File: src/rtl/bpc_pkg.sv
package bpc_pkg;

    // Field and port widths
    localparam int RAW_W  = 24;
    localparam int CAL_W  = 16;
    localparam int TEMP_W = 20;
    localparam int PRES_W = 27;
    localparam int ADDR_W = 5;
    localparam int DATA_W = 32;

    // Internal widths, sized to hold the value ranges
    localparam int DT_W   = 25;                      // raw temperature minus reference
    localparam int PROD_W = 42;                      // dT times a calibration word
    localparam int DT2_W  = 50;                      // dT squared
    localparam int T_SHIFT  = 23;
    localparam int T2_SHIFT = 31;
    localparam int T2_W   = 17;                      // dT squared >> 31, never negative
    localparam int A_W    = PROD_W - T_SHIFT;        // first-order temperature minus 20.00
    localparam int B_W    = 20;                      // first-order temperature plus 15.00
    localparam int SQ_W   = 38;                      // squares of A and B
    localparam int CORR_W = 40;                      // offset and sensitivity
    localparam int LO_W   = 16;                      // low slice of sensitivity
    localparam int PLO_W  = RAW_W + LO_W;
    localparam int PHI_W  = RAW_W + 1 + CORR_W - LO_W;
    localparam int FULL_W = 64;
    localparam int P1_SHIFT = 21;
    localparam int P2_SHIFT = 15;
    localparam int X_W    = FULL_W - P1_SHIFT + 1;

    localparam int REF_SHIFT  = 8;
    localparam int OFF_SHIFT  = 7;
    localparam int SENS_SHIFT = 8;
    localparam int OC_SHIFT   = 16;
    localparam int SC_SHIFT   = 15;

    // Register stages from input register to result register
    localparam int LATENCY = 9;

    localparam logic [TEMP_W-1:0] T_REF  = TEMP_W'(2000);  // 20.00 degrees
    localparam logic [B_W-1:0]    T_COLD = B_W'(3500);     // 20.00 minus -15.00 degrees

    typedef struct packed {
        logic [CAL_W-1:0] sens_coeff;
        logic [CAL_W-1:0] offset_coeff;
        logic [CAL_W-1:0] sens_tempco;
        logic [CAL_W-1:0] offset_tempco;
        logic [CAL_W-1:0] ref_temperature;
        logic [CAL_W-1:0] temp_coeff;
    } t_cal;

    // First-order results handed to the second-order correction
    typedef struct packed {
        logic              valid;
        logic [RAW_W-1:0]  d1;
        logic [TEMP_W-1:0] temp;
        logic [CORR_W-1:0] off1;
        logic [CORR_W-1:0] sens1;
        logic [A_W-1:0]    a;
        logic [B_W-1:0]    b;
    } t_fo;

    // Corrected offset and sensitivity handed to the pressure product
    typedef struct packed {
        logic              valid;
        logic [RAW_W-1:0]  d1;
        logic [TEMP_W-1:0] temp;
        logic [CORR_W-1:0] off;
        logic [CORR_W-1:0] sens;
    } t_so;

endpackage

File: src/rtl/bpc_pres_mul.sv
module bpc_pres_mul
    import bpc_pkg::*;
(
    input  logic              i_clk,
    input  logic              i_rst_n,
    input  t_so               i_so,
    output logic              o_strobe,
    output logic [TEMP_W-1:0] o_temperature,
    output logic [PRES_W-1:0] o_pressure
);

    // Stage 7: partial products of D1 and sensitivity
    logic              r7_valid;
    logic [TEMP_W-1:0] r7_temp;
    logic [CORR_W-1:0] r7_off;
    logic [PLO_W-1:0]  r7_plo;
    logic [PHI_W-1:0]  r7_phi;
    logic [PHI_W-1:0]  d1_ext;
    logic [PHI_W-1:0]  sens_hi_ext;

    // Stage 8: full product
    logic              r8_valid;
    logic [TEMP_W-1:0] r8_temp;
    logic [CORR_W-1:0] r8_off;
    logic [FULL_W-1:0] r8_prod;

    // Stage 9: result register
    logic              r9_strobe;
    logic [TEMP_W-1:0] r9_temp;
    logic [PRES_W-1:0] r9_pres;
    logic [X_W-1:0]    diff;

    assign d1_ext      = PHI_W'(i_so.d1);
    assign sens_hi_ext = {{(PHI_W-CORR_W+LO_W){i_so.sens[CORR_W-1]}},
                          i_so.sens[CORR_W-1:LO_W]};

    assign diff = {{(X_W-FULL_W+P1_SHIFT){r8_prod[FULL_W-1]}}, r8_prod[FULL_W-1:P1_SHIFT]}
                - {{(X_W-CORR_W){r8_off[CORR_W-1]}}, r8_off};

    always_ff @(posedge i_clk) begin
        if (!i_rst_n) begin
            r7_valid  <= 1'b0;
            r8_valid  <= 1'b0;
            r9_strobe <= 1'b0;
        end else begin
            r7_valid  <= i_so.valid;
            r8_valid  <= r7_valid;
            r9_strobe <= r8_valid;
        end
    end

    always_ff @(posedge i_clk) begin
        r7_temp <= i_so.temp;
        r7_off  <= i_so.off;
        r7_plo  <= PLO_W'(i_so.d1) * PLO_W'(i_so.sens[LO_W-1:0]);
        r7_phi  <= d1_ext * sens_hi_ext;

        r8_temp <= r7_temp;
        r8_off  <= r7_off;
        r8_prod <= FULL_W'({r7_phi, {LO_W{1'b0}}}) + FULL_W'(r7_plo);

        r9_temp <= r8_temp;
        r9_pres <= diff[P2_SHIFT +: PRES_W];
    end

    assign o_strobe      = r9_strobe;
    assign o_temperature = r9_temp;
    assign o_pressure    = r9_pres;

endmodule

File: config.mk
export PLATFORM = sky130hd
export DESIGN_NAME = bpc_pres_mul
export DESIGN_NICKNAME = d
export VERILOG_FILES = /design/src/rtl/bpc_pkg.sv /design/src/rtl/bpc_pres_mul.sv
export SDC_FILE = /design/constraint.sdc
export NUM_CORES = 2
export LEC_CHECK = 0
export BUFFER_PORTS_ARGS = -buffer_cell sky130_fd_sc_hd__clkbuf_2
export CAP_MARGIN = 20
export CORE_ASPECT_RATIO = 1.1
export CORE_MARGIN = 2
export CORE_UTILIZATION = 45
export DETAILED_ROUTE_END_ITERATION = 6
export HOLD_SLACK_MARGIN = 0.03
export MAX_ROUTING_LAYER = met4
export PLACE_DENSITY_LB_ADDON = 0.2
export SLEW_MARGIN = 0
export SYNTH_ARGS = -nofsm -noshare
export SYNTH_HDL_FRONTEND = slang
export SYNTH_SLANG_ARGS = --single-unit
File: constraint.sdc
create_clock -name i_clk -period 15.7 [get_ports i_clk]
set_input_delay 1.57 -clock i_clk [delete_from_list [all_inputs] [get_ports i_clk]]
set_output_delay 1.57 -clock i_clk [all_outputs]
set_load 0.005 [all_outputs]
**Word-level counts from Yosys, hierarchy flattened**

Index checks and enable logic that the tools add are counted.

- Flip-flop bits (word level): 320
- Input bits: 127
- Output and inout port bits: 48
- Logic and storage cells: 16

- Add/subtract/negate cells: 2
- Multipliers: 2

Operators by type and width:

| cell | count |
|---|---|
| $add A63 B40 Y63 | 1 |
| $mul A25 B24 Y47 | 1 |
| $sub A42 B40 Y42 | 1 |
| $mul A24 B16 Y40 | 1 |

**Logic depth before layout (Yosys ltp)**

- Depth in word-level cells: 1
- Depth in mapped cells: 30
- Mapped depth without buffers: 27

**Least setup slack after synthesis**

No wires, ideal clock.

- Path kind: input port to flip-flop
- Start: input port i_so[115] (netlist bit)
- End: register r7_phi[44]
- Setup time: 72 ps
- Arrival: 8106 ps
- Data required time: 15628 ps
- Path slack: 7522 ps
- Stages: 26
- Path buffers: 3
- Cells stage by stage: clkbuf_1 clkbuf_1 nand2_1 fa_1 fa_1 fa_1 fa_1 inv_1 fa_1 fa_1 inv_1 fa_1 inv_1 ha_1 buf_6 and2_4 or2_0 a311o_1 a211oi_2 o311ai_1 a21o_1 a31oi_4 nor2_2 a211o_1 a21oi_2 xnor2_1

- Cells in the longest elaborated chain, start to end: 1

Ends and longest elaborated chain:

| element | RTL line | source |
|---|---|---|
| start: declaration | bpc_pres_mul.sv:6 | `input t_so i_so,` |
| $mul A25 B24 Y47 | bpc_pres_mul.sv:56 | `r7_phi <= d1_ext * sens_hi_ext;` |
| end signal: assignment | bpc_pres_mul.sv:56 |  |
| end: declaration | bpc_pres_mul.sv:17 | `logic [PHI_W-1:0] r7_phi;` |

Every way passes these cells.
A chain may end at the register's enable or synchronous reset.

**Worst setup path after layout**

- Start: input port i_so[104] (netlist bit)
- End: register r7_phi[46]

The elaborated chain is that of the path after synthesis.

==> reports/summary.log <==
[global_route] pin count of the biggest net entering global routing 41
[cells_and_area] fraction of layout instances using a drive strength above 1 6.706%
[clocking] clock insertion delay at the later pin of the skew report 0.62 ns
[yosys] number of flops mapped to enable cells by yosys 0
[clocking] TritonCTS Buffers 31
[worst_hold_path] class of the tightest hold or removal check reg -> reg
[die] Die Outline Area 89240 sq um
[timing] final hold viol count 0
[detailed_routing] DRC violation count after routing 0
[yosys] sequential element share of the synthesized area 14.49%
[clocking] quantity of hold-fixing buffers added after cts 0
[placed_design] gp weighted congestion 0.8994
[cells_and_area] Nets 5471
[die] Die X-Extent 285.0 um
[timing] setup violators final 0
[global_route] global-route wire length before repair 158.9 mm
[die] starting density of the core 45.32%
[clocking] count of cells resized by post-cts repair 0
[cells_and_area] multi-input gate area in the final layout 29290 sq um
[clocking] Post-CTS Setup Inserts 0
[die] height of the chip 313.1 um
[clocking] CTS root buf clkbuf_16
[yosys] share of flip-flops with an asynchronous set or reset 0%
[detailed_routing] number of vias per cell after detailed routing 5.041
[cells_and_area] number of fillers in the final layout 8246
[detailed_routing] Total Routed Length 99.29 mm
[yosys] net count of the mapped netlist 5422
[critical_path] minimum setup slack among reg-to-reg paths 12.07 ns
[detailed_routing] number of nets still failing antenna checks after routing 0
[yosys] biggest area consumer among synthesized cells fa_1
[critical_path] path type of the worst setup path in -> reg
[clocking] TritonCTS clock tree built
[clocking] depth of the CTS H-tree 1
[detailed_routing] DRT iter0 DRCs 1371
[die] number of top-level pins 175
[placed_design] HPWL after DPL 74.82 mm
[clocking] Clock Sinks 283
[critical_path] critical path data required time 16.21 ns
[cells_and_area] commonest cells after routing, fill and taps aside 910 x inv_1, 787 x fa_1, 562 x nand2_1, 430 x and2_1, 361 x ha_1
[cells_and_area] area grow syn2layout 7.263%
[detailed_routing] vias after detailed routing 27080
[yosys] main flop type after synthesis dfxtp_1
[cells_and_area] final design instance area without fill 41930 sq um
[timing] maximum clock skew at final layout 0.03900 ns
[global_route] Total GRT Usage 23.44%
[global_route] initial antenna violation count 4
[critical_path] critical-path maximum fanout 40
[detailed_routing] router iterations before antenna repair 6
[critical_path] data arrival time of the critical path 9.02 ns
[detailed_routing] Wirelength per Cell 18.48 um
[yosys] Mean Syn Cell Area 9.426 sq um
[run] total of max-cap violations 0
[timing] Max transition margin 22.29%
[yosys] area share of the leading cell type in the synthesized netlist 40.31%
[yosys] count of state elements after synthesis 283
[timing] Max Clk Rate 0.1175 GHz
[yosys] count of synthesis-stage warnings from yosys 0
[timing] minimum clock period after layout 8.511 ns
[global_route] remaining global-route overflow 0
[timing] Setup TNS 0 ns
[cells_and_area] sequential cell area 5665 sq um
[yosys] cell area after technology mapping 39090 sq um
[run_status] outcome finished clean
[clocking] Clock transition at path regs 0.07 ns
[timing] final clock period utilization by the worst path 54.21%
[placed_design] Port Buffers 174
[timing] number of pins with negative max-slew slack in the final report 0
[die] area of the core 86250 sq um
[cells_and_area] commonest non-fill, non-tap cell in the layout inv_1
[yosys] top post-synthesis cells by area fa_1 40%, dfxtp_1 14%, ha_1 12%
[critical_path] Setup crit end kind register
[die] site row count 113
[yosys] Post-Syn Instances 4147
[placed_design] area of placed instances 40890 sq um
[yosys] distinct cell type count after synthesis 66
[timing] slew at the pin with the worst max-slew slack 1.166 ns
[timing] RSZ-0062 raised after global routing false
[global_route] via count of the first global-routing pass 28860
[clocking] Longest Clk Path Bufs 3
[critical_path] critical path startpoint category input port
[cell usage after synthesis, types with 3 or more instances]
master and number:
a211oi_1 8, a21boi_0 3, a21o_1 58, a21o_2 4
a21oi_1 109, a221oi_1 3, a31oi_1 5, and2_1 430
and3_1 15, and4_1 3, buf_2 3, clkbuf_1 181
dfxtp_1 283, fa_1 787, ha_1 361, inv_1 910
nand2_1 562, nand2b_1 19, nand3_1 26, nand4_1 26
nor2_1 47, nor2b_1 24, nor3_1 7, o211ai_1 7
o21a_1 13, o21ai_0 55, o21ai_1 4, o21bai_1 14
o31a_1 3, o31ai_1 4, or2_2 3, xnor2_1 91
xor2_1 40
[final timing paths]
kind	from	endpoint	depth (start not counted)
hold / removal	r7_off[8]	r8_off[8]	0
hold reg to reg	r7_off[8]	r8_off[8]	0
setup / recovery	i_so[104]	r7_phi[46]	24
setup reg to reg	r8_off[24]	o_pressure[26]	13
[cell families (layout without fill, tap and decap cells)]
family / count (synthesis) / count (layout) / synth area share [%]
AND/OR/NAND/NOR: 1173 / 1173 / 14.87
adder cells (fa/ha/maj): 1148 / 1148 / 51.86
buffers and inverters: 1096 / 1169 / 10.58
AO/OA/AOI/OAI: 316 / 316 / 5.262
flip-flops: 283 / 283 / 14.49
XOR/XNOR: 131 / 131 / 2.935
other: 0 / 2 / 0
[metal layers]
metal / global-route usage [%] / vias to the layer above / wire (um)
li1: - / 12380 / -
met1: 30.68 / 13890 / 42580
met2: 39.83 / 722 / 49290
met3: 2.380 / 96 / 5560
met4: 4.522 / 0 / 1867
met5: - / - / 0
[metrics by stage]
stage,hold slack [ns],instances,setup slack [ns],util (%)
floorplan,0.3096,4147,7.522,-
global placement,0.3097,5313,6.708,47.41
detailed placement,0.3121,5313,6.587,47.41
CTS,0.3014,5370,7.246,48.61
global route,0.3044,5371,6.903,48.61
finish,0.3067,5372,7.189,48.61
[worst max-delay path, cell delays in order]
cell	delay, ns
clkbuf_2	0.84
nand2_1	0.18
fa_1	0.56
inv_1	0.05
fa_1	0.44
fa_1	0.49
fa_1	0.59
fa_1	0.46
fa_1	0.49
inv_1	0.05
fa_1	0.47
inv_1	0.04
ha_1	0.36
and4_1	0.26
and2b_1	0.16
a311o_1	0.34
a211oi_2	0.25
o311ai_1	0.27
a21o_1	0.28
a31oi_4	0.24
o31ai_1	0.11
a21oi_1	0.26
o21ai_1	0.11
xnor2_1	0.12
[flip-flops by register name, indices dropped and copies added (netlist names), 24 cells and up]
signal / cells
r7_plo: 24
r8_prod: 42
r7_off: 40
o_pressure: 27
r8_off: 40
r7_phi: 47
[final cells by class]
| cell class | instances | area share, % |
|---|---|---|
| clock buffer | 36 | 1.967 |
| tap | 1150 | 3.432 |
| antenna | 2 | 0.01194 |
| timing repair buffer | 202 | 2.578 |
| inverter | 910 | 8.147 |
| sequential | 283 | 13.51 |
| multi-input combinational | 2768 | 69.85 |
| clock inverter | 21 | 0.4984 |
Power is not shown: default switching activity piles up to over one toggle a cycle in this logic, so the estimate is an artifact.
