File: src/rtl/bpc_pkg.sv
package bpc_pkg;

    // Field and port widths
    localparam int RAW_W  = 24;
    localparam int CAL_W  = 16;
    localparam int TEMP_W = 20;
    localparam int PRES_W = 27;
    localparam int ADDR_W = 5;
    localparam int DATA_W = 32;

    // Internal widths, sized to hold the value ranges
    localparam int DT_W   = 25;                      // raw temperature minus reference
    localparam int PROD_W = 42;                      // dT times a calibration word
    localparam int DT2_W  = 50;                      // dT squared
    localparam int T_SHIFT  = 23;
    localparam int T2_SHIFT = 31;
    localparam int T2_W   = 17;                      // dT squared >> 31, never negative
    localparam int A_W    = PROD_W - T_SHIFT;        // first-order temperature minus 20.00
    localparam int B_W    = 20;                      // first-order temperature plus 15.00
    localparam int SQ_W   = 38;                      // squares of A and B
    localparam int CORR_W = 40;                      // offset and sensitivity
    localparam int LO_W   = 16;                      // low slice of sensitivity
    localparam int PLO_W  = RAW_W + LO_W;
    localparam int PHI_W  = RAW_W + 1 + CORR_W - LO_W;
    localparam int FULL_W = 64;
    localparam int P1_SHIFT = 21;
    localparam int P2_SHIFT = 15;
    localparam int X_W    = FULL_W - P1_SHIFT + 1;

    localparam int REF_SHIFT  = 8;
    localparam int OFF_SHIFT  = 7;
    localparam int SENS_SHIFT = 8;
    localparam int OC_SHIFT   = 16;
    localparam int SC_SHIFT   = 15;

    // Register stages from input register to result register
    localparam int LATENCY = 9;

    localparam logic [TEMP_W-1:0] T_REF  = TEMP_W'(2000);  // 20.00 degrees
    localparam logic [B_W-1:0]    T_COLD = B_W'(3500);     // 20.00 minus -15.00 degrees

    typedef struct packed {
        logic [CAL_W-1:0] sens_coeff;
        logic [CAL_W-1:0] offset_coeff;
        logic [CAL_W-1:0] sens_tempco;
        logic [CAL_W-1:0] offset_tempco;
        logic [CAL_W-1:0] ref_temperature;
        logic [CAL_W-1:0] temp_coeff;
    } t_cal;

    // First-order results handed to the second-order correction
    typedef struct packed {
        logic              valid;
        logic [RAW_W-1:0]  d1;
        logic [TEMP_W-1:0] temp;
        logic [CORR_W-1:0] off1;
        logic [CORR_W-1:0] sens1;
        logic [A_W-1:0]    a;
        logic [B_W-1:0]    b;
    } t_fo;

    // Corrected offset and sensitivity handed to the pressure product
    typedef struct packed {
        logic              valid;
        logic [RAW_W-1:0]  d1;
        logic [TEMP_W-1:0] temp;
        logic [CORR_W-1:0] off;
        logic [CORR_W-1:0] sens;
    } t_so;

endpackage

File: src/rtl/bpc_second_order.sv
module bpc_second_order
    import bpc_pkg::*;
(
    input  logic i_clk,
    input  logic i_rst_n,
    input  t_fo  i_fo,
    output t_so  o_so
);

    // Stage 4: squares
    logic              r4_valid;
    logic [RAW_W-1:0]  r4_d1;
    logic [TEMP_W-1:0] r4_temp;
    logic [CORR_W-1:0] r4_off1;
    logic [CORR_W-1:0] r4_sens1;
    logic [SQ_W-1:0]   r4_a2;
    logic [SQ_W-1:0]   r4_b2;
    logic              r4_cold;
    logic              r4_vcold;
    logic [SQ_W-1:0]   a_ext;
    logic [SQ_W-1:0]   b_ext;

    // Stage 5: constant multiples, zero in the warm range
    logic              r5_valid;
    logic [RAW_W-1:0]  r5_d1;
    logic [TEMP_W-1:0] r5_temp;
    logic [CORR_W-1:0] r5_off1;
    logic [CORR_W-1:0] r5_sens1;
    logic [CORR_W-1:0] r5_a5;
    logic [CORR_W-1:0] r5_b7;
    logic [CORR_W-1:0] r5_b11;
    logic [CORR_W-1:0] a2_w;
    logic [CORR_W-1:0] b2_w;

    // Stage 6: corrected offset and sensitivity
    t_so               r6;

    assign a_ext = {{(SQ_W-A_W){i_fo.a[A_W-1]}}, i_fo.a};
    assign b_ext = {{(SQ_W-B_W){i_fo.b[B_W-1]}}, i_fo.b};
    assign a2_w  = CORR_W'(r4_a2);
    assign b2_w  = CORR_W'(r4_b2);

    always_ff @(posedge i_clk) begin
        if (!i_rst_n) begin
            r4_valid <= 1'b0;
            r5_valid <= 1'b0;
            r6.valid <= 1'b0;
        end else begin
            r4_valid <= i_fo.valid;
            r5_valid <= r4_valid;
            r6.valid <= r5_valid;
        end
    end

    always_ff @(posedge i_clk) begin
        r4_d1    <= i_fo.d1;
        r4_temp  <= i_fo.temp;
        r4_off1  <= i_fo.off1;
        r4_sens1 <= i_fo.sens1;
        r4_a2    <= a_ext * a_ext;
        r4_b2    <= b_ext * b_ext;
        r4_cold  <= i_fo.a[A_W-1];
        r4_vcold <= i_fo.b[B_W-1];

        r5_d1    <= r4_d1;
        r5_temp  <= r4_temp;
        r5_off1  <= r4_off1;
        r5_sens1 <= r4_sens1;
        r5_a5    <= r4_cold  ? a2_w + (a2_w << 2) : '0;
        r5_b7    <= r4_vcold ? (b2_w << 3) - b2_w : '0;
        r5_b11   <= r4_vcold ? (b2_w << 3) + (b2_w << 1) + b2_w : '0;

        // Both terms are never negative, so plain shifts floor them
        r6.d1   <= r5_d1;
        r6.temp <= r5_temp;
        r6.off  <= r5_off1 - (r5_a5 >> 1) - r5_b7;
        r6.sens <= r5_sens1 - (r5_a5 >> 2) - (r5_b11 >> 1);
    end

    assign o_so = r6;

endmodule

File: config.mk
export PLATFORM = sky130hd
export DESIGN_NAME = bpc_second_order
export DESIGN_NICKNAME = d
export VERILOG_FILES = /design/src/rtl/bpc_pkg.sv /design/src/rtl/bpc_second_order.sv
export SDC_FILE = /design/constraint.sdc
export NUM_CORES = 2
export LEC_CHECK = 0
export BUFFER_PORTS_ARGS = -buffer_cell sky130_fd_sc_hd__buf_2
export CAP_MARGIN = 40
export CORE_AREA = 2 2 300 302
export CTS_CLUSTER_SIZE = 30
export DETAILED_ROUTE_END_ITERATION = 6
export DIE_AREA = 0 0 302 304
export GPL_ROUTABILITY_DRIVEN = 1
export PLACE_DENSITY = 0.73
export SYNTH_ARGS = -nofsm -noshare
export SYNTH_HDL_FRONTEND = slang
export SYNTH_SLANG_ARGS = --single-unit
File: constraint.sdc
create_clock -name i_clk -period 15.3 [get_ports i_clk]
set_input_delay 2.295 -clock i_clk [delete_from_list [all_inputs] [get_ports i_clk]]
set_output_delay 2.295 -clock i_clk [all_outputs]
set_load 0.02 [all_outputs]
# Yosys cells after proc, flatten, opt, wreduce, memory -nomap -nowiden
# Cells that the tools add are included.
# W data, S select, Z words.
dict set report word_totals {
  reg_bits 573
  output_inout_bits 125
  wordCells 32
}
dict set report classes {
  n_addsub 8
  mul 2
}
# operator count
set ops {}
lappend ops {{$sub A40 B38 Y40} 2}
lappend ops {{$sub A40 B39 Y40} 2}
lappend ops {{$add A38 B40 Y40} 1}
lappend ops {{$add A40 B38 Y40} 1}
lappend ops {{$add A40 B39 Y40} 1}
lappend ops {{$sub A40 B40 Y40} 1}
lappend ops {{$mul A19 B19 Y38} 1}
lappend ops {{$mul A20 B20 Y38} 1}

# Logic depth before layout (Yosys ltp)
dict set report logic_depth {
  word_depth 2
  ltp_mapped 29
}

# Worst setup path before layout
# OpenSTA, ideal clock, no wires.
dict set report synth_path {
  kind {input port to flip-flop}
  start {input i_fo[4] in the netlist's numbering}
  end {register r4_b2[36]}
  stages 27
  arrival_time_ns 9.065
  t_required_ns 15.228
  path_slack_ns 6.163
  cell_sequence {clkbuf_1 > clkbuf_1 > nand2_1 > fa_1 > inv_1 > fa_1 > inv_1 > fa_1 > inv_1 > fa_1 > fa_1 > fa_1 > inv_1 > fa_1 > inv_1 > ha_1 > a2111oi_0 > o21ai_1 > o21a_1 > a21o_1 > a41oi_1 > o211ai_1 > o41a_1 > and4_1 > o31a_1 > nor2_1 > xnor2_1}
}
dict set report synth_between {
  elab_chain_len 1
}
# element line_no
set synth_lines {}
lappend synth_lines {{from (decl)} bpc_second_order.sv:6} ;# input t_fo i_fo,
lappend synth_lines {{$mul A20 B20 Y38} bpc_second_order.sv:61} ;# r4_b2 <= b_ext * b_ext;
lappend synth_lines {{to (signal assigned)} bpc_second_order.sv:61}
lappend synth_lines {{to (decl)} bpc_second_order.sv:17} ;# logic [SQ_W-1:0] r4_b2;
# No other way between the ends.
# A chain may end at the register's enable or synchronous reset.

# Final worst setup path
dict set report layout_path {
  start {input i_fo[5] in the netlist's numbering}
  end {register r4_b2[36]}
}
# Same word-level chain as after synthesis.

==> impl_metrics.env <==
export IMPL_globalplace_congestion=0.891
export IMPL_grt_antenna_before_repair=2
export IMPL_worstPathRequired_ns=15.84
export IMPL_drive_gt1_frac=0.0794
export IMPL_synth_edf_count=0
export IMPL_synth_top_area_share=0.338
export IMPL_port_buffers=290
export IMPL_mostFrequentLayoutCells="inv_1, fa_1, dfxtp_1"
export IMPL_postCtsResizedCells=0
export IMPL_vias_per_cell=5.11
export IMPL_grtUsageTotal=0.233
export IMPL_dr_first_iter_drc_count=1677
export IMPL_cp_num_buf_inv=6
export IMPL_layout_commonest_cell="inv_1"
export IMPL_hp_start="r4_sens1[24]"
export IMPL_start_kind="primary input"
export IMPL_drcViolationCount=0
export IMPL_crit_path_top_delay_cell="fa_1"
export IMPL_syn_mean_instance_area_um2=10.1
export IMPL_ys_types=71
export IMPL_fin_crit_sh=0.596
export IMPL_clock_sinks=566
export IMPL_final_min_clock_period_ns=9.11
export IMPL_syn_num_nets=6181
export IMPL_clockBufferDepth=3
export IMPL_hold_depth=0
export IMPL_firstDrtPassIters=5
export IMPL_holdPathEnd="r5_sens1[24]"
export IMPL_dp_hpwl_um=85900
export IMPL_synthArstFlopShare=0
export IMPL_rsz0062_at_grt="false"
export IMPL_yosys_register_bits=566
export IMPL_critPathCaptureType="register"
export IMPL_critPathKind="in -> reg"
export IMPL_cts_setup_buffers=0
export IMPL_reg2reg_to="o_so[38]"
export IMPL_final_setup_tns_ns=0
export IMPL_synth_area_top_cells="fa_1, dfxtp_1, ha_1"
export IMPL_cts_root_buf="clkbuf_16"
export IMPL_worst_slew_pin_slew_ns=0.859
export IMPL_grt_start_max_net_pins=62
export IMPL_grt_pass1_wl_um=171000
export IMPL_synth_flop_cell="dfxtp_1"
export IMPL_vias=32000
export IMPL_r2r_cells=17
export IMPL_relSlewSlack=0.412
export IMPL_worstHoldPathType="reg -> reg"
export IMPL_overflow=0
export IMPL_cts_hold_buffers_added=0
export IMPL_syn_area_um2=48300
export IMPL_syn_to_final_growth_pct=9.54
export IMPL_wire_per_inst_um=16.4
export IMPL_setup_viol=0
export IMPL_clk_insertion_delay_late_ns=0.64
export IMPL_hold_worst_slack_ns=0.317
export IMPL_rows=110
export IMPL_rr_startpoint="r5_a5[2]"
export IMPL_outcome="finished, final reports clean"
export IMPL_die_h_um=304
export IMPL_ys_warnings_count=0
export IMPL_ys_seq_area_frac=0.234
export IMPL_postRouteAntennaNets=0
export IMPL_yosys_area_top_type="fa_1"
export IMPL_rrSetupSlack_ns=10.63
export IMPL_dieWidth_um=302
export IMPL_postLayoutCoreUtil=0.595
export IMPL_finalMaxSlewViolations=0
export IMPL_fmaxAchievable_mhz=110
export IMPL_path_clk_slew_ns=0.07
export IMPL_critical_path_top_delay_family="adder cells"
export IMPL_cp_max_fo=18
export IMPL_die_area_um2=91800
export IMPL_cts_tree="yes"
export IMPL_coreArea_um2=89000
export IMPL_skew_ns=0.0529
export IMPL_grt_pass1_vias=34200
export IMPL_cts_buffers=54
export IMPL_maxCapViolCount=0
export IMPL_finalHoldViolations=0
export IMPL_crit_cells=26
export IMPL_cp_common_cell="fa_1"
export IMPL_ios=291
export IMPL_wl_um=103000
export IMPL_num_nets_final=6441
export IMPL_crit_path_max_incr_delay_ns=0.54
export IMPL_synthCells=4782
export IMPL_h_tree_depth=2
export IMPL_worstPathArrival_ns=9.65
export IMPL_start_util=0.543
-- worst max-delay path by stage --
stage / start / to / slack [ns]
final: i_fo[5] / r4_b2[36] / 6.19
after global routing: i_fo[6] / r4_b2[36] / 5.71
after CTS: i_fo[5] / r4_b2[36] / 6.26
after detailed placement: i_fo[5] / r4_b2[36] / 5.65
after global placement: i_fo[5] / r4_b2[36] / 5.79
after floorplan: i_fo[4] / r4_b2[36] / 6.16
-- area by class of cell --
cell class / instances / area, um^2
tap: 1176 / 1470
sequential: 566 / 11300
multi-input combinational: 3080 / 32800
inverter: 1047 / 3930
clock inverter: 27 / 464
antenna: 2 / 5.00
timing repair buffer: 293 / 1470
fill: 7422 / 36100
clock buffer: 73 / 1530
-- cell usage after synthesis, types with 7 or more instances --
library cell	number
inv_1	1046
fa_1	816
dfxtp_1	566
ha_1	417
nand2_1	304
and2_1	208
a21oi_1	201
nor2_1	182
xnor2_1	170
a21o_1	120
xor2_1	98
clkbuf_1	89
o21ai_0	87
nor2b_1	50
nand3_1	43
nand2b_1	35
o21bai_1	33
and3_1	30
o21a_1	27
a211oi_1	26
a31oi_1	18
nor3_1	18
o211ai_1	17
o31ai_1	15
o21ai_1	14
nand4_1	12
a211o_1	10
or3_1	10
a311oi_1	8
nor3b_1	8
a221o_1	7
-- worst reg2reg max path: cells and delay by family (launching register included) --
kind	cells	cell delay (ns)
fa+ha+maj	3	1.19
buf+inv	2	0.14
simple gates	3	0.58
xor+xnor	1	0.15
flops	1	0.37
compound gates	8	2.09
-- routing by layer --
| metal | vias to the layer above | part of all wire | GRT usage |
|---|---|---|---|
| li1 | 15400 | - | - |
| met1 | 15700 | 0.42 | 0.302 |
| met2 | 791 | 0.50 | 0.407 |
| met3 | 175 | 0.053 | 0.0290 |
| met4 | 0 | 0.030 | 0.0692 |
| met5 | - | 0 | 0 |
-- flip-flops by register name, summed over array words and instances, names as in the netlist, 38 cells and up --
signal,cells
o_so,125
r5_sens1,40
r5_b11,39
r5_a5,38
r4_off1,40
r4_sens1,40
r5_b7,38
r5_off1,40
-- cells by family after synthesis --
group,Yosys count,share of synthesized area
xor gates and xnor gates,268,0.0486
other,1,0.0000776
DFF,566,0.234
muxes,5,0.00109
AOI/OAI and AO/OA,650,0.0885
and+or+nand+nor,923,0.0934
adders and majority gates,1233,0.446
buffers and inverters,1136,0.0882
-- stage by stage --
stage          setup slack, ns  cell area (um^2)  cells
2_1_floorplan             6.16             48300   4782
3_3_place_gp              5.79             51000   6162
3_5_place_dp              5.65             51000   6162
4_1_cts                   6.26             53000   6262
5_1_grt                   5.71             53000   6264
6_report                  6.19             53000   6264
Power is left out: the tool's default activity adds up to more than one toggle a clock period on the data nets, which glitch-free logic cannot reach.
