--- src/rtl/bpc_pkg.sv ---
package bpc_pkg;

    // Field and port widths
    localparam int RAW_W  = 24;
    localparam int CAL_W  = 16;
    localparam int TEMP_W = 20;
    localparam int PRES_W = 27;
    localparam int ADDR_W = 5;
    localparam int DATA_W = 32;

    // Internal widths, sized to hold the value ranges
    localparam int DT_W   = 25;                      // raw temperature minus reference
    localparam int PROD_W = 42;                      // dT times a calibration word
    localparam int DT2_W  = 50;                      // dT squared
    localparam int T_SHIFT  = 23;
    localparam int T2_SHIFT = 31;
    localparam int T2_W   = 17;                      // dT squared >> 31, never negative
    localparam int A_W    = PROD_W - T_SHIFT;        // first-order temperature minus 20.00
    localparam int B_W    = 20;                      // first-order temperature plus 15.00
    localparam int SQ_W   = 38;                      // squares of A and B
    localparam int CORR_W = 40;                      // offset and sensitivity
    localparam int LO_W   = 16;                      // low slice of sensitivity
    localparam int PLO_W  = RAW_W + LO_W;
    localparam int PHI_W  = RAW_W + 1 + CORR_W - LO_W;
    localparam int FULL_W = 64;
    localparam int P1_SHIFT = 21;
    localparam int P2_SHIFT = 15;
    localparam int X_W    = FULL_W - P1_SHIFT + 1;

    localparam int REF_SHIFT  = 8;
    localparam int OFF_SHIFT  = 7;
    localparam int SENS_SHIFT = 8;
    localparam int OC_SHIFT   = 16;
    localparam int SC_SHIFT   = 15;

    // Register stages from input register to result register
    localparam int LATENCY = 9;

    localparam logic [TEMP_W-1:0] T_REF  = TEMP_W'(2000);  // 20.00 degrees
    localparam logic [B_W-1:0]    T_COLD = B_W'(3500);     // 20.00 minus -15.00 degrees

    typedef struct packed {
        logic [CAL_W-1:0] sens_coeff;
        logic [CAL_W-1:0] offset_coeff;
        logic [CAL_W-1:0] sens_tempco;
        logic [CAL_W-1:0] offset_tempco;
        logic [CAL_W-1:0] ref_temperature;
        logic [CAL_W-1:0] temp_coeff;
    } t_cal;

    // First-order results handed to the second-order correction
    typedef struct packed {
        logic              valid;
        logic [RAW_W-1:0]  d1;
        logic [TEMP_W-1:0] temp;
        logic [CORR_W-1:0] off1;
        logic [CORR_W-1:0] sens1;
        logic [A_W-1:0]    a;
        logic [B_W-1:0]    b;
    } t_fo;

    // Corrected offset and sensitivity handed to the pressure product
    typedef struct packed {
        logic              valid;
        logic [RAW_W-1:0]  d1;
        logic [TEMP_W-1:0] temp;
        logic [CORR_W-1:0] off;
        logic [CORR_W-1:0] sens;
    } t_so;

endpackage

--- src/rtl/bpc_first_order.sv ---
module bpc_first_order
    import bpc_pkg::*;
(
    input  logic             i_clk,
    input  logic             i_rst_n,
    input  logic             i_valid,
    input  logic [RAW_W-1:0] i_raw_pressure,
    input  logic [RAW_W-1:0] i_raw_temperature,
    input  t_cal             i_cal,
    output t_fo              o_fo
);

    // Stage 1: dT
    logic              r1_valid;
    logic [RAW_W-1:0]  r1_d1;
    logic [DT_W-1:0]   r1_dt;
    logic [DT_W-1:0]   n1_dt;

    // Stage 2: products with dT
    logic              r2_valid;
    logic [RAW_W-1:0]  r2_d1;
    logic [PROD_W-1:0] r2_tc;
    logic [PROD_W-1:0] r2_offt;
    logic [PROD_W-1:0] r2_senst;
    logic [DT2_W-1:0]  r2_dt2;
    logic [PROD_W-1:0] dt_ext;
    logic [DT2_W-1:0]  dt_sq_ext;

    // Stage 3: first-order sums
    t_fo               r3;
    logic [A_W-1:0]    n3_a;
    logic [T2_W-1:0]   n3_t2;
    logic [TEMP_W-1:0] n3_a_ext;

    assign n1_dt = {1'b0, i_raw_temperature}
                 - {1'b0, i_cal.ref_temperature, {REF_SHIFT{1'b0}}};

    assign dt_ext    = {{(PROD_W-DT_W){r1_dt[DT_W-1]}}, r1_dt};
    assign dt_sq_ext = {{(DT2_W-DT_W){r1_dt[DT_W-1]}}, r1_dt};

    assign n3_a     = r2_tc[PROD_W-1:T_SHIFT];
    assign n3_t2    = r2_dt2[T2_SHIFT +: T2_W];
    assign n3_a_ext = {{(TEMP_W-A_W){n3_a[A_W-1]}}, n3_a};

    always_ff @(posedge i_clk) begin
        if (!i_rst_n) begin
            r1_valid <= 1'b0;
            r2_valid <= 1'b0;
            r3.valid <= 1'b0;
        end else begin
            r1_valid <= i_valid;
            r2_valid <= r1_valid;
            r3.valid <= r2_valid;
        end
    end

    always_ff @(posedge i_clk) begin
        r1_d1 <= i_raw_pressure;
        r1_dt <= n1_dt;

        r2_d1    <= r1_d1;
        r2_tc    <= dt_ext * PROD_W'(i_cal.temp_coeff);
        r2_offt  <= dt_ext * PROD_W'(i_cal.offset_tempco);
        r2_senst <= dt_ext * PROD_W'(i_cal.sens_tempco);
        r2_dt2   <= dt_sq_ext * dt_sq_ext;

        r3.d1    <= r2_d1;
        r3.a     <= n3_a;
        r3.b     <= {{(B_W-A_W){n3_a[A_W-1]}}, n3_a} + T_COLD;
        // The dT squared term applies only below 20.00 degrees
        r3.temp  <= n3_a_ext + T_REF - (n3_a[A_W-1] ? TEMP_W'(n3_t2) : '0);
        r3.off1  <= CORR_W'({i_cal.offset_coeff, {OC_SHIFT{1'b0}}})
                  + {{(CORR_W-PROD_W+OFF_SHIFT){r2_offt[PROD_W-1]}},
                     r2_offt[PROD_W-1:OFF_SHIFT]};
        r3.sens1 <= CORR_W'({i_cal.sens_coeff, {SC_SHIFT{1'b0}}})
                  + {{(CORR_W-PROD_W+SENS_SHIFT){r2_senst[PROD_W-1]}},
                     r2_senst[PROD_W-1:SENS_SHIFT]};
    end

    assign o_fo = r3;

endmodule

--- config.mk ---
export PLATFORM = sky130hd
export DESIGN_NAME = bpc_first_order
export DESIGN_NICKNAME = d
export VERILOG_FILES = /design/src/rtl/bpc_pkg.sv /design/src/rtl/bpc_first_order.sv
export SDC_FILE = /design/constraint.sdc
export NUM_CORES = 2
export LEC_CHECK = 0
export ABC_AREA = 1
export BUFFER_PORTS_ARGS = -buffer_cell sky130_fd_sc_hd__buf_2
export CAP_MARGIN = 20
export CORE_MARGIN = 2
export CORE_UTILIZATION = 55
export DETAILED_ROUTE_END_ITERATION = 8
export GPL_ROUTABILITY_DRIVEN = 0
export PLACE_DENSITY = 0.68
export SLEW_MARGIN = 20
export SYNTH_ARGS = -nofsm -noshare
export SYNTH_HDL_FRONTEND = slang
export SYNTH_SLANG_ARGS = --single-unit
--- constraint.sdc ---
create_clock -name i_clk -period 18.3 [get_ports i_clk]
set_input_delay 1.83 -clock i_clk [delete_from_list [all_inputs] [get_ports i_clk]]
set_output_delay 1.83 -clock i_clk [all_outputs]
set_load 0.005 [all_outputs]
# [Word-level counts from Yosys, hierarchy flattened]
# Index checks and enable logic that the tools add are counted.
[word_totals] reg_bits=404 input_bits=147 output_inout_bits=164 elab_cells=27
[op_classes] n_addsub=6 n_mul=4 mux=1
[op_table] cell="25-bit by 17-bit multiplier with 42-bit output" count=3
[op_table] cell="25-bit by 25-bit multiplier with 48-bit output" count=1
[op_table] cell="33-bit by 35-bit adder with 36-bit output" count=1
[op_table] cell="32-bit by 34-bit adder with 35-bit output" count=1
[op_table] cell="24-bit by 24-bit subtractor with 25-bit output" count=1
[op_table] cell="19-bit by 12-bit adder with 20-bit output (second input constant)" count=1
[op_table] cell="19-bit by 13-bit adder with 20-bit output (second input constant)" count=1
[op_table] cell="20-bit by 17-bit subtractor with 20-bit output" count=1
[op_table] cell="17-bit two-way mux" count=1

# [Depth between registers and ports, before layout]
[logic_depth] word_depth=2 depth_mapped=32 depth_no_buf=30

# [Worst setup path before layout]
# OpenSTA, ideal clock, no wires.
[synth_path] path_type="input to register" from="input i_cal[50] in the netlist's numbering" to="register r2_senst[38]" t_arrival_ns=6.800 t_required_ns=18.187 path_slack_ns=11.387 path_stages=23 n_path_buf=2 path_cell_list="clkbuf_1 clkbuf_1 nand2_1 fa_1 inv_1 fa_1 inv_1 fa_1 inv_1 fa_1 inv_1 fa_1 inv_1 fa_1 ha_1 nand2_1 nor2_1 inv_1 nor3_1 nand3_1 nand3b_1 nand4_1 nand2_1"
[synth_between] elab_chain_cells=1
[synth_rtl] element="from (decl)" line="bpc_first_order.sv:9" rtl="input t_cal i_cal,"
[synth_rtl] element="25-bit by 17-bit multiplier with 42-bit output" line="bpc_first_order.sv:64" rtl="r2_senst <= dt_ext * PROD_W'(i_cal.sens_tempco);"
[synth_rtl] element="to (signal assigned)" line="bpc_first_order.sv:64"
[synth_rtl] element="to (decl)" line="bpc_first_order.sv:24" rtl="logic [PROD_W-1:0] r2_senst;"
# No other way between the ends.
# A chain may end at the register's enable or synchronous reset.

# [Worst setup path after layout]
[layout_path] from="register r1_dt[24]" to="register r2_dt2[31]"
[layout_between] elab_chain_cells=1
[layout_rtl] element="from (decl)" line="bpc_first_order.sv:16" rtl="logic [DT_W-1:0] r1_dt;"
[layout_rtl] element="from (signal assigned)" line="bpc_first_order.sv:59" rtl="r1_dt <= n1_dt;"
[layout_rtl] element="25-bit by 25-bit multiplier with 48-bit output" line="bpc_first_order.sv:65" rtl="r2_dt2 <= dt_sq_ext * dt_sq_ext;"
[layout_rtl] element="to (signal assigned)" line="bpc_first_order.sv:65"
[layout_rtl] element="to (decl)" line="bpc_first_order.sv:25" rtl="logic [DT2_W-1:0] r2_dt2;"
# No other way between the ends.

==> summary.md <==
| Metric | Value |
|---|---|
| Number of buffers created by CTS | 42 |
| Remaining Overflow, GRT | 0 |
| Post-synth top area share | 45.62% |
| DIE AREA | 0.1435 mm² |
| Pins Over Slew Limit | 0 |
| Reg clk slew, reported paths | around 0.080 ns |
| Worst Path Buf+Inv | 5 |
| Reg area | approximately 0.0068 mm² |
| Mapped Nets | around 12k |
| Highest achievable clock rate | 131.5 MHz |
| Share of cells above drive strength 1 | 4.800% |
| CTS H-Tree Depth | 2 |
| Initial cell density of the core | 55.39% |
| # fillers | 12.83k |
| PnR worst setup slack | 10.70 ns |
| Worst Max-Slew Pin Slew | 1.131 ns |
| Slew margin rel. | around 25% |
| Syn Std Cell Area | between 0.07 and 0.08 mm² |
| Worst path cell trace | buf_4, inv_2, or2_2, fa_1, inv_1, fa_1, fa_1, fa_1, fa_1, fa_1, inv_1, fa_1, inv_1, ha_1, nand2_1, nor2_1, nand2_1, nor2_1, nand2_1, nand2_1, xor2_1 |
| Largest cells by area after synthesis | fa_1 46%, inv_1 14%, nand2_1 11% |
| Startpoint types | flip-flop |
| Most common flop cell mapped by yosys | dfxtp_1 |
| Crit path DAT | 8.05 ns |
| Cell count after synthesis | between 9k and 10k |
| Post-synth ARST share | 0% |
| Final non-filler cell total | 11.57k |
| Hold Slack | 0.3036 ns |
| CP max FO | 45 |
| First-pass GRT wire length | 321800 µm |
| I/O Buffers | 310 |
| Seq/Total Area, Yosys | under 10% |
| Initial DRC Count | between 3k and 4k |
| Min cycle time layout | 7.603 ns |
| RSZ-0062 raised after global routing | no |
| Setup violations, final | 0 |
| Clock Skew | ~0.045 ns |
| Synth unique cells | 43 |
| Setup TNS | 0 ns |
| Wire per inst | 16.59 µm |
| Post-CTS Resized | 0 |
| Required time worst endpoint | 18.74 ns |
| Reported max-cap violation count | 0 |
| Nets | 12.10k |
| Vias in the first global route | 64.06k |
| Clk_lat worst skew | 0.65 ns |
| Antenna-violating nets left | 0 |
| Area of the multi-input gates | between 0.05 and 0.06 mm² |
| Io pins | 311 |
| Initial antenna violation count | 11 |
| Area leader, netlist | fa_1 |
| Status | completed |
| CTS Hold Bufs | 0 |
| Crit path kind | reg2reg |
| Standard-cell row count | 137 |
| Slowest CP cell | dfxtp_4 |
| Die height | between 300 and 400 µm |
| Avg Vias per Cell | 5.112 |
| Hold Fails Final Rpt | 0 |
| Worst path most repeated cell | fa_1 |
| Crit-path leading delay family | adder cells |
| DP HPWL | 154900 µm |
| Total clock sinks | 333 |
| Routed vias | between 50k and 60k |
| CTS tree | yes |
| Routed WL | 192000 µm |
| Synthesis Warnings | 0 |
| DP Worst Slack | between 10 and 15 ns |
| DP Cell Count | 11.49k |
| Worst Setup End Kind | flip-flop |
| Final cycle utilization of the critical path | 41.54% |
| Clk buf depth | 3 |
| Post-synth EDFFs | 0 |
| Postcts setup bufs | 0 |
| Avg Cell Area, Syn | 8.026 µm² |
| Yosys reg bits | 333 |
| Synth cell count leaders | 2941 x inv_1, 2322 x nand2_1, 1761 x fa_1 |
| CTS Root Cell | clkbuf_16 |
| Die width | 378.9 µm |
| GRT Total Usage | 28.09% |
| Most common cell in the netlist | inv_1 |
| Drt drc | 0 |
| Largest net degree at the start of global routing | 68 |
| Hold Crit Class | reg2reg |
| Core Area | 0.1395 mm² |
| Max incr delay on CP | a little over 0.8 ns |
| Pre-Repair DR Iteration Count | 5 |
| Area Growth Syn to Fin | 5.623% |
==> registers in the layout (all words and copies together), names as in the netlist <==
signal,cells
r2_tc,19
r1_dt,25
r2_d1,24
r1_valid,1
r2_senst,34
r2_dt2,17
o_fo,153
r2_valid,1
r2_offt,35
r1_d1,24
==> layout make-up <==
| type | instances | share of cell area [%] |
|---|---|---|
| multi-input combinational | 5999 | 71.29 |
| inverter | 2944 | 13.54 |
| sequential | 333 | 8.282 |
| tap | 1876 | 2.875 |
| timing repair buffer | 335 | 2.131 |
| clock buffer | 52 | 1.419 |
| clock inverter | 25 | 0.4414 |
| antenna | 7 | 0.02146 |
==> kinds of logic (layout without fill, tap and decap cells) <==
kind of cell,count (synthesis),count (layout),share of synthesized area [%]
xor+xnor,172,172,1.949
fa+ha+maj,2296,2296,54.28
buf+inv,3297,3356,16.07
compound gates,542,542,3.887
simple gates,2989,2989,15.19
flops,333,333,8.626
other cells,0,7,0
==> metal layers <==
| metal | wire length [µm] | vias up | track usage (%) |
|---|---|---|---|
| li1 | - | 27280 | - |
| met1 | 78280 | 29460 | 36.66 |
| met2 | 94390 | 2038 | 48.33 |
| met3 | 13780 | 359 | 4.458 |
| met4 | 5472 | 10 | 8.176 |
| met5 | 61 | - | 0 |
==> final timing paths <==
check | cells past startpoint | slack (ns) | endpoint | start
max | 21 | 10.70 | r2_dt2[31] | r1_dt[24]
max reg2reg | 21 | 10.70 | r2_dt2[31] | r1_dt[24]
min reg2reg | 0 | 0.30 | o_fo[139] | r2_d1[0]
min | 0 | 0.30 | o_fo[139] | r2_d1[0]
==> cell usage in the layout, fill, tap and decap left out, drive strengths merged, types with 40 or more instances in the layout <==
| master | n |
|---|---|
| o21bai | 40 |
| dfxtp | 333 |
| nor3 | 40 |
| nor2 | 378 |
| ha | 535 |
| buf | 335 |
| o21ai | 159 |
| fa | 1761 |
| nand3 | 149 |
| a21oi | 267 |
| inv | 2956 |
| xor2 | 119 |
| nand4 | 65 |
| nand2 | 2330 |
| clkbuf | 52 |
| xnor2 | 53 |
==> through the flow <==
step	instance area (µm²)	utilization (%)
after floorplan	77280	-
after global placement	80090	57.40
after detailed placement	80090	57.40
after CTS	81610	58.49
after global routing	81620	58.50
final	81630	58.50
Power is not shown: default switching activity piles up to over one toggle a cycle in this logic, so the estimate is an artifact.
