<file path="config.mk">
export PLATFORM = sky130hd
export DESIGN_NAME = bpc_regs
export DESIGN_NICKNAME = d
export VERILOG_FILES = /design/src/rtl/bpc_pkg.sv /design/src/rtl/bpc_regs.sv
export SDC_FILE = /design/constraint.sdc
export NUM_CORES = 1
export LEC_CHECK = 0
export BUFFER_PORTS_ARGS = -buffer_cell sky130_fd_sc_hd__buf_4
export CAP_MARGIN = 20
export CELL_PAD_IN_SITES_DETAIL_PLACEMENT = 1
export CELL_PAD_IN_SITES_GLOBAL_PLACEMENT = 1
export CORE_MARGIN = 2
export CORE_UTILIZATION = 39
export DETAILED_ROUTE_END_ITERATION = 12
export PLACE_DENSITY = 0.93
export SLEW_MARGIN = 20
export SYNTH_ARGS = -nofsm -noshare
export SYNTH_HDL_FRONTEND = slang
export SYNTH_SLANG_ARGS = --single-unit
</file>
<file path="constraint.sdc">
create_clock -name i_clk -period 2.7 [get_ports i_clk]
set_input_delay 0.405 -clock i_clk [delete_from_list [all_inputs] [get_ports i_clk]]
set_output_delay 0.405 -clock i_clk [all_outputs]
set_load 0.01 [all_outputs]
</file>
<file path="src/rtl/bpc_pkg.sv">
package bpc_pkg;

    // Field and port widths
    localparam int RAW_W  = 24;
    localparam int CAL_W  = 16;
    localparam int TEMP_W = 20;
    localparam int PRES_W = 27;
    localparam int ADDR_W = 5;
    localparam int DATA_W = 32;

    // Internal widths, sized to hold the value ranges
    localparam int DT_W   = 25;                      // raw temperature minus reference
    localparam int PROD_W = 42;                      // dT times a calibration word
    localparam int DT2_W  = 50;                      // dT squared
    localparam int T_SHIFT  = 23;
    localparam int T2_SHIFT = 31;
    localparam int T2_W   = 17;                      // dT squared >> 31, never negative
    localparam int A_W    = PROD_W - T_SHIFT;        // first-order temperature minus 20.00
    localparam int B_W    = 20;                      // first-order temperature plus 15.00
    localparam int SQ_W   = 38;                      // squares of A and B
    localparam int CORR_W = 40;                      // offset and sensitivity
    localparam int LO_W   = 16;                      // low slice of sensitivity
    localparam int PLO_W  = RAW_W + LO_W;
    localparam int PHI_W  = RAW_W + 1 + CORR_W - LO_W;
    localparam int FULL_W = 64;
    localparam int P1_SHIFT = 21;
    localparam int P2_SHIFT = 15;
    localparam int X_W    = FULL_W - P1_SHIFT + 1;

    localparam int REF_SHIFT  = 8;
    localparam int OFF_SHIFT  = 7;
    localparam int SENS_SHIFT = 8;
    localparam int OC_SHIFT   = 16;
    localparam int SC_SHIFT   = 15;

    // Register stages from input register to result register
    localparam int LATENCY = 9;

    localparam logic [TEMP_W-1:0] T_REF  = TEMP_W'(2000);  // 20.00 degrees
    localparam logic [B_W-1:0]    T_COLD = B_W'(3500);     // 20.00 minus -15.00 degrees

    typedef struct packed {
        logic [CAL_W-1:0] sens_coeff;
        logic [CAL_W-1:0] offset_coeff;
        logic [CAL_W-1:0] sens_tempco;
        logic [CAL_W-1:0] offset_tempco;
        logic [CAL_W-1:0] ref_temperature;
        logic [CAL_W-1:0] temp_coeff;
    } t_cal;

    // First-order results handed to the second-order correction
    typedef struct packed {
        logic              valid;
        logic [RAW_W-1:0]  d1;
        logic [TEMP_W-1:0] temp;
        logic [CORR_W-1:0] off1;
        logic [CORR_W-1:0] sens1;
        logic [A_W-1:0]    a;
        logic [B_W-1:0]    b;
    } t_fo;

    // Corrected offset and sensitivity handed to the pressure product
    typedef struct packed {
        logic              valid;
        logic [RAW_W-1:0]  d1;
        logic [TEMP_W-1:0] temp;
        logic [CORR_W-1:0] off;
        logic [CORR_W-1:0] sens;
    } t_so;

endpackage

</file>
<file path="src/rtl/bpc_regs.sv">
module bpc_regs
    import bpc_pkg::*;
(
    input  logic              i_clk,
    input  logic              i_rst_n,
    input  logic              psel,
    input  logic              penable,
    input  logic              pwrite,
    input  logic [ADDR_W-1:0] paddr,
    input  logic [DATA_W-1:0] pwdata,
    output logic [DATA_W-1:0] prdata,
    output logic              pready,
    output t_cal              o_cal
);

    typedef enum logic [2:0] {
        REG_SENS_COEFF,
        REG_OFFSET_COEFF,
        REG_SENS_TEMPCO,
        REG_OFFSET_TEMPCO,
        REG_REF_TEMPERATURE,
        REG_TEMP_COEFF
    } t_reg;

    t_cal r_cal;
    t_cal n_cal;
    t_reg idx;
    logic wr_en;

    assign idx    = t_reg'(paddr[ADDR_W-1:2]);
    assign wr_en  = psel && penable && pwrite;
    assign pready = 1'b1;

    always_comb begin
        n_cal = r_cal;
        if (wr_en) begin
            case (idx)
                REG_SENS_COEFF:      n_cal.sens_coeff      = pwdata[CAL_W-1:0];
                REG_OFFSET_COEFF:    n_cal.offset_coeff    = pwdata[CAL_W-1:0];
                REG_SENS_TEMPCO:     n_cal.sens_tempco     = pwdata[CAL_W-1:0];
                REG_OFFSET_TEMPCO:   n_cal.offset_tempco   = pwdata[CAL_W-1:0];
                REG_REF_TEMPERATURE: n_cal.ref_temperature = pwdata[CAL_W-1:0];
                REG_TEMP_COEFF:      n_cal.temp_coeff      = pwdata[CAL_W-1:0];
                default:             n_cal = r_cal;
            endcase
        end
    end

    always_comb begin
        case (idx)
            REG_SENS_COEFF:      prdata = DATA_W'(r_cal.sens_coeff);
            REG_OFFSET_COEFF:    prdata = DATA_W'(r_cal.offset_coeff);
            REG_SENS_TEMPCO:     prdata = DATA_W'(r_cal.sens_tempco);
            REG_OFFSET_TEMPCO:   prdata = DATA_W'(r_cal.offset_tempco);
            REG_REF_TEMPERATURE: prdata = DATA_W'(r_cal.ref_temperature);
            REG_TEMP_COEFF:      prdata = DATA_W'(r_cal.temp_coeff);
            default:             prdata = '0;
        endcase
    end

    always_ff @(posedge i_clk) begin
        if (!i_rst_n) begin
            r_cal <= '0;
        end else begin
            r_cal <= n_cal;
        end
    end

    assign o_cal = r_cal;

endmodule

</file>
# After elaboration in Yosys (flattened, before gate mapping)
# Cells that the tools add are included.
# word_totals
out_inout_bits	129
word_cells	21
input_bits	42
register_bits	96
# op_classes
eq_ne	5
n_reduce_logical	9
muxes	1
# ops
operator	count
$pmux 16 s6	1
$reduce_and 2->1	6
$eq 3x2->1 const B	2
$eq 3x3->1 const B	2
$eq 3x1->1 const B	1
$logic_not 3->1	1
$logic_and 1x1->1	2

# Longest topological paths before layout
# Gate-level depths: netlist of the first run.
# depth
word_depth	3
mapped_depth	6
ltp_nobuf	3

# Worst setup path before layout of the first run
# OpenSTA, ideal clock, no wires.
# synth_path
kind	input-to-output
startpoint	in paddr[2]
endpoint	out prdata[3]
t_arrival_ns	1.502
setup_slack_ns	0.793
path_buffers	3
required_ns	2.295
cell_stages	6
path_cell_list	buf_6 buf_4 buf_2 mux2_2 a32oi_1 o21ai_0
# synth_between
elab_chain_cells	2
word_cells_on_any_way	7
cone_classes	eq/ne: 5; mux: 1; reduce/logical: 1
# synth_rtl
element	line	source
from (decl)	bpc_regs.sv:9	input logic [ADDR_W-1:0] paddr,
$eq 3x3->1, or another cell as far along	bpc_regs.sv:50	case (idx)
$pmux 16 s6 (*)	bpc_regs.sv:50	
to (decl)	bpc_regs.sv:11	output logic [DATA_W-1:0] prdata,
# Every way passes the cells marked *; elsewhere a longest branch is shown, timed or not.

# Worst setup path after layout of the first run
# Ends and elaborated chain as after synthesis.

==> results of run 1 <==
[cell type report]
| cell class | instances | area [µm²] |
|---|---|---|
| clock buffer | 11 | 252.7 |
| clock inverter | 5 | 55.05 |
| fill | 1311 | 5470 |
| inverter | 1 | 3.754 |
| multi-input combinational | 321 | 2316 |
| sequential | 96 | 1922 |
| tap | 143 | 178.9 |
| timing repair buffer | 151 | 1171 |
[power groups by stage]
stage	clock, mW	sequential (mW)	combinational, mW
floorplan	0	1.47	0.149
global placement	0	1.47	0.223
detailed placement	0	1.47	0.229
CTS	1.33	1.44	0.231
global route	1.41	1.44	0.246
finish	1.33	1.44	0.231
[worst register-to-register path, stage by stage, from the launching register on]
cell and delay [ns]:
dfxtp_1 0.38, nand2_1 0.07, mux2i_1 0.18
[layer usage]
layer / vias up / part of all wire, %
li1: 1789 / -
met1: 1911 / 43
met2: 118 / 50
met3: 21 / 4.8
met4: 0 / 1.3
met5: - / 0
[cells in the final DEF, fill, tap and decap left out, drive strengths merged]
cell	netlist	layout
buf	34	151
o211ai	3	3
conb	2	17
nand4b	1	1
a32oi	7	7
clkbuf	14	11
and2	1	1
o21ai	9	9
a21oi	2	2
nor3b	1	1
clkinv	0	2
clkinvlp	0	2
mux2i	103	103
nand4	1	1
nor3	5	5
dfxtp	96	96
nor2	4	4
nor2b	3	3
a22oi	14	14
bufinv	0	1
a221o	2	2
inv	1	1
nand2b	1	1
nand2	116	116
a221oi	2	2
mux2	29	29
[metrics by stage]
stage	hold slack (ns)	power, mW	utilization, %
2_1_floorplan	0.4878	1.619	-
3_3_place_gp	0.4581	1.690	49.18
5_1_grt	0.4712	3.093	51.89
6_report	0.4509	2.992	51.89
3_5_place_dp	0.4713	1.697	49.18
4_1_cts	0.4486	2.999	51.89
[logic make-up after synthesis]
logic type | after synthesis | synth area share (%)
buf+inv | 49 | 7.270
mux | 132 | 30.11
flops | 96 | 42.62
other cells | 2 | 0.1665
simple gates | 133 | 13.60
compound gates | 39 | 6.243
[worst min path at each step]
stage,endpoint,from,depth (start not counted)
after detailed placement,o_cal[75]$_SDFFE_PN0P_,o_cal[75]$_SDFFE_PN0P_,2
after floorplan,o_cal[11]$_SDFFE_PN0P_,o_cal[11]$_SDFFE_PN0P_,2
final,o_cal[84]$_SDFFE_PN0P_,pwdata[4],3
after global routing,o_cal[72]$_SDFFE_PN0P_,i_rst_n,3
after global placement,o_cal[65]$_SDFFE_PN0P_,o_cal[65]$_SDFFE_PN0P_,2
after CTS,o_cal[92]$_SDFFE_PN0P_,pwdata[12],3
==> out/qor.yml, run 1 <==
outcome:
  run_status: "completed"
routing:
  routed-via-count: 3839
  ant_nets: 0
  wl_per_cell_um: 20.36
  drtIter0Drc: 169
  drc: 0
  totalWireLength_um: 14820
  routed_via_density: 5.273
  first_pass_iters: 4
die:
  ioPinCount: 171
  rows: 39
  core_area_um2: 11370
  fp.dieArea_um2: 12440
  initial_core_util_pct: 39.66
  fp.dieH_um: 111.5
  die_w_um: 111.5
grt:
  grt_pass1_vias: 4026
  antenna_found_initial: 0
  grtUsageTotal_pct: 23.38
  gr-usage-met3_pct: 4.300
  grt_util_met2_pct: 41.10
  grt_use_met1_pct: 29.33
  grt_max_degree: 64
  grt_overflow_total: 0
  grt_pass1_wl_um: 22800
  gr-max-usage-layer: "met2"
timing:
  setup_viol: 0
  setup_tns_ns: 0
  fin_skew_ns: 0
  hold_viol: 0
  finalCritPeriodShare_pct: 84.30
  fmax_mhz: 439.4
  period_needed_ns: 2.276
  slew_headroom_pct: 59.95
  maxSlewViolCount: 0
  worst_pin_slew_ns: 0.6000
  final.setup.worst_slack_ns: 0.4240
  rsz0062_at_grt: "false"
power_and_ir_drop:
  power.internal_mw: 2.272
  p_switching_mw: 0.7194
  peakVddDrop_mv: 0.3359
  combPwrFrac_pct: 7.7
  clockPowerShare_pct: 44.3
  leakagePower_nw: 2.394
  powerDensity_nw_per_um2: 507.1
  pwr-share-seq_pct: 48.0
  p_sw_share_pct: 24.05
min_path:
  hold_path.class: "primary input to register"
setup_path:
  r2r_cells: 2
  cp_top_family: "buffers and inverters"
  cp.required_ns: 2.30
  crit_path_end_kind: "output pin"
  rr_startpoint: "o_cal[10]$_SDFFE_PN0P_"
  criticalPathCategory: "primary input to output pin"
  cp_data_arrival_time_ns: 1.87
  critPathMaxFanout: 21
  r2r_end: "o_cal[10]$_SDFFE_PN0P_"
  startpoint: "paddr[2]"
  crit_path_start_kind: "primary input"
  crit_chain: "buf_4, buf_4, mux2_2, a22oi_1, o21ai_0, buf_4"
  ff2ff_setup_slack_ns: 1.98
  setup.worst_path.end: "prdata[3]"
  cpMaxStageDelayCell: "mux2_2"
  crit_top_cell: "buf_4"
  slowest_delay_ns: 0.38
  path_buf_inv: 3
  cp_num_cells: 6
synth:
  synth_largest_area_cell: "dfxtp_1"
  ys_ff_latch: 96
  syn_inst: 451
  synth_area_um2: 4509
  synth_top_area_share_pct: 42.62
  synth_ff_type: "dfxtp_1"
  yosysWarnings: 0
  yosysMostFrequentCell: "nand2_1"
  ys_seq_area_share_pct: 42.62
  synth-async-reset-ratio_pct: 0
  synthTopCellsByCount: "nand2_1 (116), mux2i_1 (103), dfxtp_1 (96), mux2_2 (29), buf_4 (21)"
  synth.area.top_cells: "dfxtp_1 (43%), mux2i_1 (23%), nand2_1 (9.7%), mux2_2 (7.2%), buf_4 (3.5%)"
  synth.avg_cell_area_um2: 9.999
  synth-edff-count: 0
  yosysUniqueCellTypes: 28
cts:
  cts_sinks: 96
  cts-buffers-inserted: 9
  clockBufferDepth: 2
  worstSkewPairLatency_ns: 0.34
  cts_setup_buffers: 0
  htreeDepth: 3
  cts_resized: 0
  root_buffer: "clkbuf_16"
  clkTransAtPathRegs_ns: 0.07
  ctsHoldBuffers: 0
  cts_tree: "done"
finish:
  antenna_cells: 0
  largest_register_ffs: 96
  finalInstanceArea_um2: 5899
  syn_to_final_growth_pct: 30.83
  final_cells: 728
  fin_nets: 622
  drive_gt1_share_pct: 35.04
placement:
  gp_congestion: 0.7841
  pre_cts_ws_ns: 0.4256
  place_area_um2: 5592
  dpl.hpwl_um: 10470
  dp.cells: 712
  port_buffers: 135
job:
  cap_violations: 0
(Power assumes the default switching activity.)
==> run 2: changes to the inputs <==
--- a/config.mk
+++ b/config.mk
@@ -10,9 +10,9 @@
 export CELL_PAD_IN_SITES_DETAIL_PLACEMENT = 1
 export CELL_PAD_IN_SITES_GLOBAL_PLACEMENT = 1
 export CORE_MARGIN = 2
-export CORE_UTILIZATION = 39
+export CORE_UTILIZATION = 36
 export DETAILED_ROUTE_END_ITERATION = 12
-export PLACE_DENSITY = 0.93
+export PLACE_DENSITY = 0.87
 export SLEW_MARGIN = 20
 export SYNTH_ARGS = -nofsm -noshare
 export SYNTH_HDL_FRONTEND = slang
==> constraint.sdc (replaced) <==
create_clock -name i_clk -period 2.1 [get_ports i_clk]
set_input_delay 0.315 -clock i_clk [delete_from_list [all_inputs] [get_ports i_clk]]
set_output_delay 0.315 -clock i_clk [all_outputs]
set_load 0.01 [all_outputs]
==> run 2 against run 1 <==
Compared with the run above: critical path depth fell by 1; register-to-register slack worse by 0.61 ns; final area rose by 2.7%; non-clock buffer count rose by 14; hold slack worse by 0.097 ns; highest routed layer unchanged.
==> out/qor.yml, run 2 (synthesis results as in run 1) <==
outcome:
  run_status: "completed"
timing:
  fin_hold_ws_ns: 0.3535
  fin_skew_ns: 0
  setup_tns_ns: 0
  maxSlewViolCount: 0
  hold_viol: 0
  finalCritPeriodShare_pct: 96.26
  rsz0062_at_grt: "false"
  fmax_mhz: 494.7
  slew_headroom_pct: 50.84
  setup_viol: 0
  worst_pin_slew_ns: 0.7358
  period_needed_ns: 2.022
die:
  ioPinCount: 171
  core_area_um2: 12110
  rows: 40
  die_w_um: 115.9
  fp.dieArea_um2: 13440
  fp.dieH_um: 115.9
  initial_core_util_pct: 37.23
cts:
  cts-buffers-inserted: 9
  clockBufferDepth: 2
  ctsHoldBuffers: 0
  cts_sinks: 96
  cts_resized: 0
  root_buffer: "clkbuf_16"
  cts_tree: "done"
  cts_setup_buffers: 0
  clkTransAtPathRegs_ns: 0.07
  worstSkewPairLatency_ns: 0.34
  htreeDepth: 3
finish:
  final.fill_count: 1400
  drive_gt1_share_pct: 36.56
  multiInputGateArea_um2: 2316
  syn_to_final_growth_pct: 34.30
  antenna_cells: 0
  final_cells: 767
  fin_nets: 636
  layout_commonest_cell: "buf_4"
  layout_common_cells: "buf_4 (160), nand2_1 (116), mux2i_1 (103)"
  final_core_util_pct: 50.00
  largest_register_ffs: 96
  final-seq-area_um2: 1922
routing:
  routed_via_density: 5.076
  first_pass_iters: 4
  totalWireLength_um: 14760
  routed-via-count: 3893
  ant_nets: 0
  wl_per_cell_um: 19.25
  drtIter0Drc: 203
  drc: 0
power_and_ir_drop:
  peakVddDrop_mv: 0.3650
  leakagePower_nw: 2.460
  powerDensity_nw_per_um2: 634.3
placement:
  port_buffers: 135
  dpl.hpwl_um: 10900
  dp.cells: 751
  gp_congestion: 0.8072
grt:
  gr-usage-met3_pct: 3.243
  grt_util_met2_pct: 40.16
  grt_max_degree: 61
  grt_pass1_wl_um: 22710
  grt_pass1_vias: 4162
  antenna_found_initial: 0
  grtUsageTotal_pct: 22.31
  grt_use_met1_pct: 27.04
  grt_overflow_total: 0
  gr-max-usage-layer: "met2"
setup_path:
  crit_path_start_kind: "primary input"
  slowest_delay_ns: 0.62
  crit_top_cell: "buf_4"
  cpMaxStageDelayCell: "nor2b_1"
  crit_path_end_kind: "output pin"
  criticalPathCategory: "primary input to output pin"
  cp.required_ns: 1.78
  cp_data_arrival_time_ns: 1.71
  critPathMaxFanout: 24
  crit_chain: "buf_4, nor2b_1, a22oi_1, a21oi_1, buf_4"
job:
  cap_violations: 0
min_path:
  hold_path.class: "primary input to register"
==> run 2: changes by cell type in the layout (fill, tap and decap cells not counted) <==
cell | previous run | this run
clkinv_2 | 2 | 0
clkinvlp_4 | 2 | 4
buf_4 | 148 | 160
buf_12 | 3 | 5
clkbuf_8 | 2 | 0
inv_6 | 0 | 2
==> run 2: critical path: cells and delay by family <==
family | cells | cell delay (ns)
AND/OR/NAND/NOR | 1 | 0.62
AO/OA/AOI/OAI | 2 | 0.39
buffers and inverters | 2 | 0.37
==> run 2: routing by layer <==
layer	vias up	wire, µm	share of wire, %
met1	1940	6198	42
met2	107	7674	52
met4	0	278	1.9
li1	1826	-	-
met3	20	612	4.1
met5	-	0	0
==> run 2: layout make-up <==
cell class / count / area share (%)
clock inverters: 7 / 1.281
clock buffers: 9 / 3.719
multi-input cells: 321 / 38.24
well taps: 168 / 3.471
inverters: 1 / 0.06198
repair buffers: 165 / 21.49
flip-flops and latches: 96 / 31.74
==> run 2: metrics by stage <==
stage / area (µm²) / power, mW / setup slack, ns
4_1_cts: 6056 / 3.879 / 0.09378
6_report: 6056 / 3.841 / 0.07845
2_1_floorplan: 4566 / 2.082 / 0.3729
3_5_place_dp: 5753 / 2.205 / 0.1061
3_3_place_gp: 5753 / 2.194 / 0.1169
5_1_grt: 6056 / 3.982 / 0.0002386
==> run 2: worst paths after layout <==
kind                                        startpoint                endpoint  slack, ns  depth (start not counted)
worst min-delay path                        pwdata[14]  o_cal[62]$_SDFFE_PN0P_       0.35                          3
worst max-delay path                          paddr[3]              prdata[15]       0.08                          5
worst min register to register  o_cal[45]$_SDFFE_PN0P_  o_cal[45]$_SDFFE_PN0P_       0.47                          2
worst max register to register  o_cal[37]$_SDFFE_PN0P_  o_cal[37]$_SDFFE_PN0P_       1.37                          2
==> run 2: where the power goes <==
group	switching [mW]	internal, mW	total [mW]
sequential	0.0116	1.83	1.84
combinational	0.196	0.123	0.319
clock	0.746	0.932	1.68
total	0.953	2.89	3.84
